### config.mk
export PLATFORM = sky130hd
export DESIGN_NAME = nearest_grid_cells_sorted
export DESIGN_NICKNAME = d
export VERILOG_FILES = /design/src/design/ngcs_pkg.sv /design/src/design/ngcs_ctrl.sv /design/src/design/ngcs_dp.sv /design/src/design/nearest_grid_cells_sorted.sv
export SDC_FILE = /design/constraint.sdc
export NUM_CORES = 2
export LEC_CHECK = 0
export BUFFER_PORTS_ARGS = -buffer_cell sky130_fd_sc_hd__buf_2
export CAP_MARGIN = 15
export CORE_ASPECT_RATIO = 2
export CORE_MARGIN = 2
export CORE_UTILIZATION = 58
export CTS_CLUSTER_DIAMETER = 30
export DETAILED_ROUTE_END_ITERATION = 16
export PLACE_DENSITY = 0.77
export SLEW_MARGIN = 25
export SYNTH_ARGS = -nofsm -noshare
export SYNTH_HDL_FRONTEND = slang
export SYNTH_SLANG_ARGS = --single-unit
### constraint.sdc
create_clock -name clock -period 11.3 [get_ports clock]
set_input_delay 1.695 -clock clock [delete_from_list [all_inputs] [get_ports clock]]
set_output_delay 1.695 -clock clock [all_outputs]
set_load 0.02 [all_outputs]
### src/design/ngcs_pkg.sv
// Shared types and constants for the sorted grid neighborhood block.
package ngcs_pkg;

   localparam int MAX_RADIUS_DEF = 3;

   localparam int CSR_IDX_W  = 1;
   localparam int CSR_DATA_W = 16;
   localparam logic [CSR_IDX_W-1:0] CSR_CELL_SIZE   = 1'b0;
   localparam logic [CSR_IDX_W-1:0] CSR_VIEW_RADIUS = 1'b1;

   localparam logic [15:0] CELL_SIZE_RESET   = 16'd256;
   localparam logic [1:0]  VIEW_RADIUS_RESET = 2'd2;

   localparam int CENTRE_W = 16;
   localparam int CAMERA_W = 32;
   localparam int CELL_W   = 17;
   localparam int PROD_W   = 34;
   localparam int ABS_W    = 33;
   localparam int SQ_W     = 66;
   localparam int KEY_W    = 67;

   typedef struct packed {
      logic load;
      logic sq_run;
      logic scan_run;
      logic emit;
   } cmd_type;

   typedef struct packed {
      logic sq_last;
      logic scan_last;
      logic run_last;
      logic out_free;
   } status_type;

endpackage

### src/design/ngcs_ctrl.sv
// Sequencer: square phase, selection scans and result emission.
module ngcs_ctrl (
   input  logic                 clock,
   input  logic                 reset,
   input  logic                 req_valid,
   output logic                 req_stall,
   input  ngcs_pkg::status_type st,
   output ngcs_pkg::cmd_type    cmd
);
   import ngcs_pkg::*;

   typedef enum logic [1:0] {IDLE, SQUARE, SCAN, EMIT} state_type;

   state_type state_ff, state_in;

   always_comb begin
      state_in = state_ff;
      cmd      = '0;
      unique case (state_ff)
         IDLE: begin
            if (req_valid) begin
               cmd.load = 1'b1;
               state_in = SQUARE;
            end
         end
         SQUARE: begin
            cmd.sq_run = 1'b1;
            if (st.sq_last) state_in = SCAN;
         end
         SCAN: begin
            cmd.scan_run = 1'b1;
            if (st.scan_last) state_in = EMIT;
         end
         EMIT: begin
            if (st.out_free) begin
               cmd.emit = 1'b1;
               state_in = st.run_last ? IDLE : SCAN;
            end
         end
         default: state_in = IDLE;
      endcase
   end

   assign req_stall = (state_ff != IDLE);

   always_ff @(posedge clock) begin
      if (reset) begin
         state_ff <= IDLE;
      end else begin
         state_ff <= state_in;
      end
   end

endmodule

### src/design/ngcs_dp.sv
// Datapath: config, per-axis squared distances, selection scan, output register.
module ngcs_dp #(
   parameter int MAX_RADIUS = ngcs_pkg::MAX_RADIUS_DEF
) (
   input  logic                                   clock,
   input  logic                                   reset,
   input  logic                                   csr_write,
   input  logic [ngcs_pkg::CSR_IDX_W-1:0]         csr_index,
   input  logic [ngcs_pkg::CSR_DATA_W-1:0]        csr_wdata,
   input  logic signed [ngcs_pkg::CENTRE_W-1:0]   req_centre_x,
   input  logic signed [ngcs_pkg::CENTRE_W-1:0]   req_centre_z,
   input  logic signed [ngcs_pkg::CAMERA_W-1:0]   req_camera_x,
   input  logic signed [ngcs_pkg::CAMERA_W-1:0]   req_camera_z,
   input  ngcs_pkg::cmd_type                      cmd,
   output ngcs_pkg::status_type                   st,
   output logic                                   rsp_valid,
   input  logic                                   rsp_stall,
   output logic signed [ngcs_pkg::CELL_W-1:0]     rsp_cell_x,
   output logic signed [ngcs_pkg::CELL_W-1:0]     rsp_cell_z,
   output logic                                   rsp_is_last
);
   import ngcs_pkg::*;

   localparam int SIDE  = 2 * MAX_RADIUS + 1;
   localparam int CELLS = SIDE * SIDE;
   localparam int IW    = (SIDE > 1) ? $clog2(SIDE) : 1;
   localparam int CIW   = (CELLS > 1) ? $clog2(CELLS) : 1;
   localparam logic [1:0] MAX_R = 2'(MAX_RADIUS);

   typedef enum logic [2:0] {
      PH_CELL, PH_ABS, PH_LO_LO, PH_CROSS, PH_HI_HI
   } phase_type;

   logic [15:0]               cs_ff;
   logic [1:0]                vr_ff;
   logic [1:0]                r_ff;
   logic [CENTRE_W-1:0]       cx_ff, cz_ff;
   logic [CAMERA_W-1:0]       camx_ff, camz_ff;

   phase_type                 ph_ff;
   logic [IW-1:0]             k_ff;
   logic                      axis_ff;
   logic signed [PROD_W-1:0]  prod_ff;
   logic [ABS_W-1:0]          abs_ff;
   logic [SQ_W-1:0]           acc_ff;
   logic [SQ_W-1:0]           xsq_ff [SIDE];
   logic [SQ_W-1:0]           zsq_ff [SIDE];

   logic [IW-1:0]             sx_ff, sz_ff;
   logic [CIW-1:0]            scan_i_ff;
   logic                      found_ff;
   logic [KEY_W-1:0]          best_key_ff;
   logic [CIW-1:0]            best_i_ff;
   logic [IW-1:0]             best_sx_ff, best_sz_ff;
   logic [CELLS-1:0]          done_ff;
   logic [CIW-1:0]            emit_cnt_ff;

   logic                      rsp_valid_ff;
   logic [CELL_W-1:0]         rsp_cell_x_ff, rsp_cell_z_ff;
   logic                      rsp_is_last_ff;

   logic [IW-1:0]             last_k;
   logic [2:0]                side_eff;
   logic [5:0]                side_sq;
   logic [CIW-1:0]            count_m1;
   logic [CENTRE_W-1:0]       base;
   logic [CAMERA_W-1:0]       cam;
   logic [CELL_W-1:0]         off, cell_idx;
   logic signed [PROD_W-1:0]  prod_in;
   logic [PROD_W-1:0]         diff;
   logic [ABS_W-1:0]          abs_in;
   logic [16:0]               opa, opb;
   logic [PROD_W-1:0]         mp;
   logic [KEY_W-1:0]          key;
   logic                      better;
   logic [1:0]                r_in;

   assign last_k   = IW'({r_ff, 1'b0});
   assign side_eff = {r_ff, 1'b1};
   assign side_sq  = {3'b000, side_eff} * {3'b000, side_eff};
   assign count_m1 = CIW'(side_sq - 6'd1);
   assign r_in     = (vr_ff > MAX_R) ? MAX_R : vr_ff;

   // cell index of the current square: centre + (k - r)
   assign base     = axis_ff ? cz_ff : cx_ff;
   assign cam      = axis_ff ? camz_ff : camx_ff;
   assign off      = CELL_W'(k_ff) - CELL_W'(r_ff);
   assign cell_idx = {base[CENTRE_W-1], base} + off;
   assign prod_in  = $signed(cell_idx) * $signed({1'b0, cs_ff});
   assign diff     = prod_ff - {{(PROD_W-CAMERA_W){cam[CAMERA_W-1]}}, cam};
   assign abs_in   = diff[PROD_W-1] ? ABS_W'(-diff) : diff[ABS_W-1:0];

   // |d| = ah*2^17 + al; d^2 built from three 17x17 partial products
   assign opa = (ph_ff == PH_LO_LO) ? abs_ff[16:0] : {1'b0, abs_ff[32:17]};
   assign opb = (ph_ff == PH_HI_HI) ? {1'b0, abs_ff[32:17]} : abs_ff[16:0];
   assign mp  = {17'd0, opa} * {17'd0, opb};

   assign key    = {1'b0, xsq_ff[sx_ff]} + {1'b0, zsq_ff[sz_ff]};
   // scan runs z-major, so strict less keeps ties on smaller z, then x
   assign better = !done_ff[scan_i_ff] && (!found_ff || key < best_key_ff);

   assign st.sq_last   = (ph_ff == PH_HI_HI) && (k_ff == last_k) && axis_ff;
   assign st.scan_last = (sx_ff == last_k) && (sz_ff == last_k);
   assign st.run_last  = (emit_cnt_ff == count_m1);
   assign st.out_free  = !rsp_valid_ff || !rsp_stall;

   assign rsp_valid   = rsp_valid_ff;
   assign rsp_cell_x  = rsp_cell_x_ff;
   assign rsp_cell_z  = rsp_cell_z_ff;
   assign rsp_is_last = rsp_is_last_ff;

   // payload
   always_ff @(posedge clock) begin
      if (cmd.load) begin
         cx_ff   <= req_centre_x;
         cz_ff   <= req_centre_z;
         camx_ff <= req_camera_x;
         camz_ff <= req_camera_z;
         r_ff    <= r_in;
      end
      if (cmd.sq_run) begin
         unique case (ph_ff)
            PH_CELL:  prod_ff <= prod_in;
            PH_ABS:   abs_ff  <= abs_in;
            PH_LO_LO: acc_ff  <= SQ_W'(mp);
            PH_CROSS: acc_ff  <= acc_ff + (SQ_W'(mp) << 18);
            PH_HI_HI: begin
               if (axis_ff) zsq_ff[k_ff] <= acc_ff + (SQ_W'(mp) << 34);
               else         xsq_ff[k_ff] <= acc_ff + (SQ_W'(mp) << 34);
            end
            default: acc_ff <= acc_ff;
         endcase
      end
      if (cmd.scan_run && better) begin
         best_key_ff <= key;
         best_i_ff   <= scan_i_ff;
         best_sx_ff  <= sx_ff;
         best_sz_ff  <= sz_ff;
      end
      if (cmd.emit) begin
         rsp_cell_x_ff  <= {cx_ff[CENTRE_W-1], cx_ff} + CELL_W'(best_sx_ff) - CELL_W'(r_ff);
         rsp_cell_z_ff  <= {cz_ff[CENTRE_W-1], cz_ff} + CELL_W'(best_sz_ff) - CELL_W'(r_ff);
         rsp_is_last_ff <= st.run_last;
      end
   end

   // control
   always_ff @(posedge clock) begin
      if (reset) begin
         cs_ff        <= CELL_SIZE_RESET;
         vr_ff        <= VIEW_RADIUS_RESET;
         ph_ff        <= PH_CELL;
         k_ff         <= '0;
         axis_ff      <= 1'b0;
         sx_ff        <= '0;
         sz_ff        <= '0;
         scan_i_ff    <= '0;
         found_ff     <= 1'b0;
         done_ff      <= '0;
         emit_cnt_ff  <= '0;
         rsp_valid_ff <= 1'b0;
      end else begin
         if (csr_write) begin
            priority if (csr_index == CSR_CELL_SIZE)   cs_ff <= csr_wdata;
            else if (csr_index == CSR_VIEW_RADIUS)     vr_ff <= csr_wdata[1:0];
         end
         if (!cmd.emit && rsp_valid_ff && !rsp_stall) rsp_valid_ff <= 1'b0;
         if (cmd.load) begin
            ph_ff       <= PH_CELL;
            k_ff        <= '0;
            axis_ff     <= 1'b0;
            sx_ff       <= '0;
            sz_ff       <= '0;
            scan_i_ff   <= '0;
            found_ff    <= 1'b0;
            done_ff     <= '0;
            emit_cnt_ff <= '0;
         end
         if (cmd.sq_run) begin
            unique case (ph_ff)
               PH_CELL:  ph_ff <= PH_ABS;
               PH_ABS:   ph_ff <= PH_LO_LO;
               PH_LO_LO: ph_ff <= PH_CROSS;
               PH_CROSS: ph_ff <= PH_HI_HI;
               PH_HI_HI: begin
                  ph_ff <= PH_CELL;
                  if (k_ff == last_k) begin
                     k_ff    <= '0;
                     axis_ff <= !axis_ff;
                  end else begin
                     k_ff <= k_ff + 1'b1;
                  end
               end
               default: ph_ff <= PH_CELL;
            endcase
         end
         if (cmd.scan_run) begin
            if (better) found_ff <= 1'b1;
            scan_i_ff <= scan_i_ff + 1'b1;
            if (sx_ff == last_k) begin
               sx_ff <= '0;
               sz_ff <= sz_ff + 1'b1;
            end else begin
               sx_ff <= sx_ff + 1'b1;
            end
         end
         if (cmd.emit) begin
            rsp_valid_ff       <= 1'b1;
            done_ff[best_i_ff] <= 1'b1;
            emit_cnt_ff        <= emit_cnt_ff + 1'b1;
            found_ff           <= 1'b0;
            sx_ff              <= '0;
            sz_ff              <= '0;
            scan_i_ff          <= '0;
         end
      end
   end

endmodule

### src/design/nearest_grid_cells_sorted.sv
// Top level: grid cells around a centre, emitted nearest to the camera first.
//
//   channel  dir  handshake            beat
//   req      in   req_valid/req_stall  centre_x, centre_z, camera_x, camera_z
//   rsp      out  rsp_valid/rsp_stall  cell_x, cell_z, is_last
//   csr      in   csr_write            csr_index, csr_wdata
//
// One request at a time. With side s = 2r+1 and n = s*s cells, a request first
// builds the per-axis squares (one 17x17 multiplier shared by the partial
// products, five steps per square), then runs n selection scans, each followed
// by an emit step. Synchronous reset clears control and loads the register
// defaults. A stalled result holds the block in its emit step.
module nearest_grid_cells_sorted #(
   parameter int MAX_RADIUS = ngcs_pkg::MAX_RADIUS_DEF
) (
   input  logic                                   clock,
   input  logic                                   reset,
   input  logic                                   csr_write,
   input  logic [ngcs_pkg::CSR_IDX_W-1:0]         csr_index,
   input  logic [ngcs_pkg::CSR_DATA_W-1:0]        csr_wdata,
   input  logic                                   req_valid,
   output logic                                   req_stall,
   input  logic signed [ngcs_pkg::CENTRE_W-1:0]   req_centre_x,
   input  logic signed [ngcs_pkg::CENTRE_W-1:0]   req_centre_z,
   input  logic signed [ngcs_pkg::CAMERA_W-1:0]   req_camera_x,
   input  logic signed [ngcs_pkg::CAMERA_W-1:0]   req_camera_z,
   output logic                                   rsp_valid,
   input  logic                                   rsp_stall,
   output logic signed [ngcs_pkg::CELL_W-1:0]     rsp_cell_x,
   output logic signed [ngcs_pkg::CELL_W-1:0]     rsp_cell_z,
   output logic                                   rsp_is_last
);
   import ngcs_pkg::*;

   cmd_type    cmd;
   status_type st;

   ngcs_ctrl u_ctrl (
      .clock     (clock),
      .reset     (reset),
      .req_valid (req_valid),
      .req_stall (req_stall),
      .st        (st),
      .cmd       (cmd)
   );

   ngcs_dp #(.MAX_RADIUS(MAX_RADIUS)) u_dp (
      .clock        (clock),
      .reset        (reset),
      .csr_write    (csr_write),
      .csr_index    (csr_index),
      .csr_wdata    (csr_wdata),
      .req_centre_x (req_centre_x),
      .req_centre_z (req_centre_z),
      .req_camera_x (req_camera_x),
      .req_camera_z (req_camera_z),
      .cmd          (cmd),
      .st           (st),
      .rsp_valid    (rsp_valid),
      .rsp_stall    (rsp_stall),
      .rsp_cell_x   (rsp_cell_x),
      .rsp_cell_z   (rsp_cell_z),
      .rsp_is_last  (rsp_is_last)
   );

   a_busy_after_accept: assert property (@(posedge clock) disable iff (reset)
      req_valid && !req_stall |=> req_stall)
      else $error("request accepted but block not busy");

   a_emit_shows_beat: assert property (@(posedge clock) disable iff (reset)
      cmd.emit |=> rsp_valid)
      else $error("emit did not raise rsp_valid");

   a_emit_no_overwrite: assert property (@(posedge clock) disable iff (reset)
      cmd.emit |-> !(rsp_valid && rsp_stall))
      else $error("emit overwrote a stalled beat");

   a_one_phase: assert property (@(posedge clock) disable iff (reset)
      $onehot0({cmd.load, cmd.sq_run, cmd.scan_run, cmd.emit}))
      else $error("more than one datapath command");

endmodule
Word level (Yosys, flattened, before mapping)
Memory sizes are Yosys's and may differ from the RTL's. A register that Yosys moved wholly into a read port is not among the register bits.
Index checks and enable logic that the tools add are counted.
- multiplexer cells: 60
- multiply operators: 3
- magnitude comparators: 5
- reductions and logical operators: 31
- bitwise operators: 2
- add/sub/neg operators: 17
- equal/unequal tests: 15
- operators with widths (operator ; count):
    $mux 49 ; 3
    $pmux 66 s2 ; 1
    $mul 17x17->34 ; 2
    $add 66x66->67 ; 1
    $lt 67x67->1 ; 1
    $add 66x52->66 ; 1
    $add 66x66->66 ; 1
    $add 16x4->17 ; 3
    $or 49x49->49 ; 1
    $mux 3 ; 14
    $mux 17 ; 2
    $sub 17x2->17 ; 2
    $sub 34x34->34 ; 1
    $mux 33 ; 1
    $neg 33->33 ; 1
    $mux 32 ; 1
    $mux 1 ; 25
    $mux 6 ; 3
    $mux 16 ; 1
    $lt 6x7->1 const B ; 2
    $add 6x1->6 const B ; 2
    $pmux 3 s4 ; 1
    $reduce_bool 2->1 ; 6
    $mux 2 ; 5
    26 further kinds ; 52
- bits in registers: 441
- bits of input ports: 118
- bits in writable memories: 924
- memories kept: 2
- word-level logic and storage cells: 163
- output and inout port bits: 37
- memories (name ; words ; bits a word ; rd ports ; clocked after memory_dff ; wr ports ; line ; text):
    u_dp.xsq_ff ; 7 ; 66 ; 1 ; 1 ; 1 ; ngcs_dp.sv:46 ; logic [SQ_W-1:0] xsq_ff [SIDE];
    u_dp.zsq_ff ; 7 ; 66 ; 1 ; 1 ; 1 ; ngcs_dp.sv:47 ; logic [SQ_W-1:0] zsq_ff [SIDE];

Depth between registers and ports, before layout
- word-level depth: 9
- gate-level depth with buffers: 42
- depth with buffers taken out: 40

Modules after synthesis
From an unflattened synthesis, not the netlist that was laid out.
- cells, all modules: 7140
- area total of the unflattened synthesis: 85479.5 µm²
- modules (own cells, without submodules) (module ; instances ; seq. area each (µm²) ; area each (µm²) ; cells each):
    ngcs_dp ; 1 ; 40048.4 ; 85356.9 ; 7126
    ngcs_ctrl ; 1 ; 40.0 ; 122.6 ; 14

Worst setup path before layout
OpenSTA, ideal clock, no wires.
- path kind: register to register
- start: reg with a tool-made name
- end: reg u_dp.found_ff
- path buffers: 5
- cell stages (with the launch flop): 32
- required time: 11.225 ns
- arrival: 10.702 ns
- clock period less this slack: 10.777 ns
- library setup time: 0.075 ns
- setup slack: 0.523 ns
- path through: dfxtp_1 clkbuf_1 buf_1 clkbuf_1 buf_1 mux2i_1 o21ai_0 mux2_2 ha_1 clkbuf_1 nand3_1 nor2_1 nand4_1 nand2_1 a31oi_1 or3_1 o221ai_1 a31oi_1 o31ai_1 a221oi_1 xnor2_1 ha_1 a21o_1 a21o_1 a21oi_1 o21ai_0 o21ai_0 nor3_1 nor3_1 o21ai_0 a21oi_1 o21ba_2
- RTL lines (what ; line ; text):
    end signal: assignment ; ngcs_dp.sv:158 ; found_ff <= 1'b0;
    end signal: assignment ; ngcs_dp.sv:175 ; found_ff <= 1'b0;
    end signal: assignment ; ngcs_dp.sv:198 ; if (better) found_ff <= 1'b1;
    end: declaration ; ngcs_dp.sv:51 ; logic found_ff;

Worst setup path after layout
- start: reg u_dp.r_ff[0]
- end: reg u_dp.prod_ff[33], data pin
- cells in the longest elaborated chain, start to end: 3
- RTL lines (what ; line ; text):
    start: declaration ; ngcs_dp.sv:36 ; logic [1:0] r_ff;
    start signal: assignment ; ngcs_dp.sv:119 ; r_ff <= r_in;
    $sub 3x2->4 ; ngcs_dp.sv:87 ; assign off = CELL_W'(k_ff) - CELL_W'(r_ff);
    $add 16x4->17 ; ngcs_dp.sv:88 ; assign cell_idx = {base[CENTRE_W-1], base} + off;
    $mul 17x17->34 ; ngcs_dp.sv:89 ; assign prod_in = $signed(cell_idx) * $signed({1'b0, cs_ff});
    named net u_dp.prod_in[33] ; ngcs_dp.sv:69 ; logic signed [PROD_W-1:0] prod_in;
    end signal: assignment ; ngcs_dp.sv:123 ; PH_CELL: prod_ff <= prod_in;
    end: declaration ; ngcs_dp.sv:43 ; logic signed [PROD_W-1:0] prod_ff;
The timed path passes the listed nets, and every way through them passes these cells.
A chain may end at the register's enable or synchronous reset.

==> insert_results.sql <==
INSERT INTO impl_metrics (metric_group, metric, value, unit) VALUES
('status', 'result_of_the_run', 'finished clean', ''),
('floorplanning', 'fp.dieW', '274.6', 'µm'),
('routing', 'drt.antenna.violating_nets', '0', ''),
('synthesis', 'synthesis.area_per_instance', '12.04', 'µm²'),
('synthesis', 'dominant_cell_by_count_in_the_synthesized_netlist', 'sky130_fd_sc_hd__edfxtp_1', ''),
('sta', 'final-setup-viol-count', '0', ''),
('worst_setup_path', 'cpMaxStageDelayCell', 'sky130_fd_sc_hd__fa_1', ''),
('cells_and_area', 'layout-area-overhead-vs-synth', '10.49', '%'),
('routing', 'detailedRoute.firstPassIterationCount', '6', ''),
('cts', 'cts_resized', '0', ''),
('cells_and_area', 'sequential_cell_area', '40120', 'µm²'),
('synthesis', 'synthDominantCellAreaShare', '44.85', '%'),
('worst_setup_path', 'crit_arrival', '11.08', 'ns'),
('synthesis', 'synth_compound_area_share', '8.197', '%'),
('placement', 'dp_slack', '0.2792', 'ns'),
('cells_and_area', 'final-instance-count-excl-fill', '9267', ''),
('synthesis', 'synth_mux_area_share', '8.376', '%'),
('global_route', 'global_route.overflow_total', '0', ''),
('sta', 'slew_at_the_pin_with_the_worst_max_slew_slack', '1.099', 'ns'),
('synthesis', 'ys_async_sr_fraction', '0', '%'),
('worst_setup_path', 'worst_setup_path_end_kind', 'register', ''),
('worst_setup_path', 'timing.critical_path.to', 'u_dp.prod_ff[33]', ''),
('cts', 'h-tree-depth', '4', ''),
('sta', 'timing.fmax', '94.45', 'MHz'),
('global_route', 'number_of_antenna_violations_at_the_first_check_in_global_routing', '8', ''),
('routing', 'vias', '57180', ''),
('synthesis', 'synth_fa_ha_area_share', '19.28', '%'),
('synthesis', 'yosys_register_bits', '1368', ''),
('global_route', 'first_pass_grt_wire_length', '353300', 'µm'),
('synthesis', 'synth-warning-count', '0', ''),
('cts', 'insertion_delay', '0.82', 'ns'),
('placement', 'placer_congestion_estimate', '0.9874', ''),
('cts', 'cts_inserted_buffers', '153', ''),
('routing', 'drt-initial-drc-count', '4381', ''),
('synthesis', 'synth.largest_area_cell', 'sky130_fd_sc_hd__edfxtp_1', ''),
('worst_setup_path', 'regToRegStartpoint', 'u_dp.r_ff[0]', ''),
('cells_and_area', 'finish.net_count', '8365', ''),
('synthesis', 'synth_top_family_by_area', 'adder cells', ''),
('synthesis', 'synth_sequential_area_ratio', '47.19', '%'),
('routing', 'routed_via_density', '6.171', ''),
('cts', 'cts_tree', 'built', ''),
('synthesis', 'synth_enable_flop_cells', '1269', ''),
('floorplanning', 'placeableCoreArea', '145400', 'µm²'),
('cts', 'clkTransAtPathRegs', '0.06', 'ns'),
('worst_setup_path', 'worst_reg_to_reg_setup_slack', '0.71', 'ns'),
('routing', 'drt-wirelength-per-cell', '25.39', 'µm'),
('worst_setup_path', 'capture_instance_of_the_worst_register_to_register_path', 'u_dp.prod_ff[33]', ''),
('cts', 'numClockSinks', '1368', ''),
('min_path', 'hold_path_class', 'register to register', ''),
('global_route', 'vias_in_the_first_global_route', '60470', ''),
('routing', 'post-route-drc-count', '0', ''),
('sta', 'postLayoutSetupSlackWorst', '0.7123', 'ns'),
('cts', 'clockBufferDepth', '4', ''),
('sta', 'timing.slew.headroom', '24.65', '%'),
('worst_setup_path', 'crit_path_max_fanout', '22', ''),
('synthesis', 'mappedNetlistArea', '84960', 'µm²'),
('cells_and_area', 'filler_cell_count', '10600', ''),
('min_path', 'min-delay-start', 'u_dp.vr_ff[0]', ''),
('global_route', 'pin_count_of_the_biggest_net_entering_global_routing', '84', ''),
('synthesis', 'syn_inst', '7055', ''),
('placement', 'dpl.cell_count', '8991', ''),
('cells_and_area', 'multi_input_area', '41190', 'µm²'),
('worst_setup_path', 'worst_ep_required_time', '11.79', 'ns'),
('synthesis', 'netlist-cell-type-count', '82', ''),
('placement', 'port-buffer-count', '154', ''),
('cts', 'clockRootBuffer', 'sky130_fd_sc_hd__clkbuf_16', ''),
('floorplanning', 'std_cell_rows', '198', ''),
('floorplanning', 'ioPinCount', '155', ''),
('floorplanning', 'area_of_the_die', '149700', 'µm²'),
('worst_setup_path', 'start_to_end_type_of_the_worst_setup_path', 'register to register', ''),
('sta', 'report.final.hold_viol_count', '0', '');
placed cells by master, fill, tap and decap left out, types with 54 or more instances in the layout:
| cell type | Yosys | final |
|---|---|---|
| sky130_fd_sc_hd__inv_1 | 804 | 802 |
| sky130_fd_sc_hd__nor2b_1 | 59 | 58 |
| sky130_fd_sc_hd__o21ai_0 | 308 | 308 |
| sky130_fd_sc_hd__nand2b_1 | 55 | 54 |
| sky130_fd_sc_hd__a21o_1 | 131 | 131 |
| sky130_fd_sc_hd__a21oi_1 | 299 | 298 |
| sky130_fd_sc_hd__nand3_1 | 96 | 96 |
| sky130_fd_sc_hd__mux2_2 | 171 | 171 |
| sky130_fd_sc_hd__ha_1 | 488 | 488 |
| sky130_fd_sc_hd__fa_1 | 513 | 513 |
| sky130_fd_sc_hd__nor3_1 | 59 | 54 |
| sky130_fd_sc_hd__mux2i_1 | 199 | 198 |
| sky130_fd_sc_hd__xnor2_1 | 210 | 194 |
| sky130_fd_sc_hd__dfxtp_1 | 99 | 91 |
| sky130_fd_sc_hd__xor2_1 | 83 | 79 |
| sky130_fd_sc_hd__clkbuf_16 | 0 | 155 |
| sky130_fd_sc_hd__mux4_2 | 142 | 142 |
| sky130_fd_sc_hd__nand2_1 | 686 | 686 |
| sky130_fd_sc_hd__and2_1 | 142 | 142 |
| sky130_fd_sc_hd__nor2_1 | 399 | 388 |
| sky130_fd_sc_hd__buf_4 | 0 | 150 |
| sky130_fd_sc_hd__buf_2 | 1 | 154 |
| sky130_fd_sc_hd__edfxtp_1 | 1269 | 1269 |
critical path, delay by kind of cell, from the launching register on:
family | cells | cell delay, ns
AO/OA/AOI/OAI | 13 | 2.98
XOR/XNOR | 1 | 0.11
adder cells (fa/ha/maj) | 10 | 5.19
buffers and inverters | 6 | 0.78
flip-flops | 1 | 0.59
AND/OR/NAND/NOR | 3 | 0.61
worst min path at each step:
stage,end,slack (ns),depth (start not counted)
after global placement,u_dp.r_ff[0],0.42,0
final,u_dp.r_ff[0],0.43,0
after floorplan,u_dp.best_i_ff[3],0.41,0
after global routing,u_dp.r_ff[0],0.45,0
after detailed placement,u_dp.r_ff[0],0.42,0
after CTS,u_dp.r_ff[0],0.43,0
logic make-up after synthesis:
group	Yosys count
mux	512
buf+inv	1082
flops	1368
fa+ha+maj	1001
simple gates	1690
compound gates	1109
xor+xnor	293
through the flow:
stage                     hold slack (ns)  cell area, µm²  utilization (%)
after floorplan                    0.4064           84960                -
after global placement             0.4173           88530            60.88
after detailed placement           0.4197           88720            61.01
after CTS                          0.4332           93760            64.47
after global routing               0.4452           93870            64.55
final                              0.4331           93870            64.55
metal layers:
metal | wire [µm] | GRT usage, % | vias to the layer above
met2 | 126800 | 58.80 | 2422
li1 | - | - | 25190
met5 | 8 | 0 | -
met1 | 72950 | 30.85 | 28580
met4 | 23300 | 26.37 | 2
met3 | 12210 | 3.997 | 992
final cells by class:
class                   count  share of cell area (%)
inverters                 805                   3.222
multi-input cells        4605                   43.88
clock inverters            99                   1.156
clock buffers             171                   4.217
repair buffers            313                   2.245
well taps                1900                   2.532
flip-flops and latches   1368                   42.74
diodes                      6                 0.01599
state kept, by name, indices dropped and copies added (netlist names), 16 cells and up, named ones only:
register          count
u_dp.prod_ff         34
u_dp.acc_ff          66
u_dp.zsq_ff         462
u_dp.camx_ff         32
u_dp.cx_ff           16
u_dp.abs_ff          33
u_dp.best_key_ff     67
u_dp.rsp_cell_x      17
u_dp.cs_ff           16
u_dp.cz_ff           16
u_dp.rsp_cell_z      17
u_dp.done_ff         49
u_dp.camz_ff         32
u_dp.xsq_ff         462
Power is left out: the tool's default activity adds up to more than one toggle a clock period on the data nets, which glitch-free logic cannot reach.
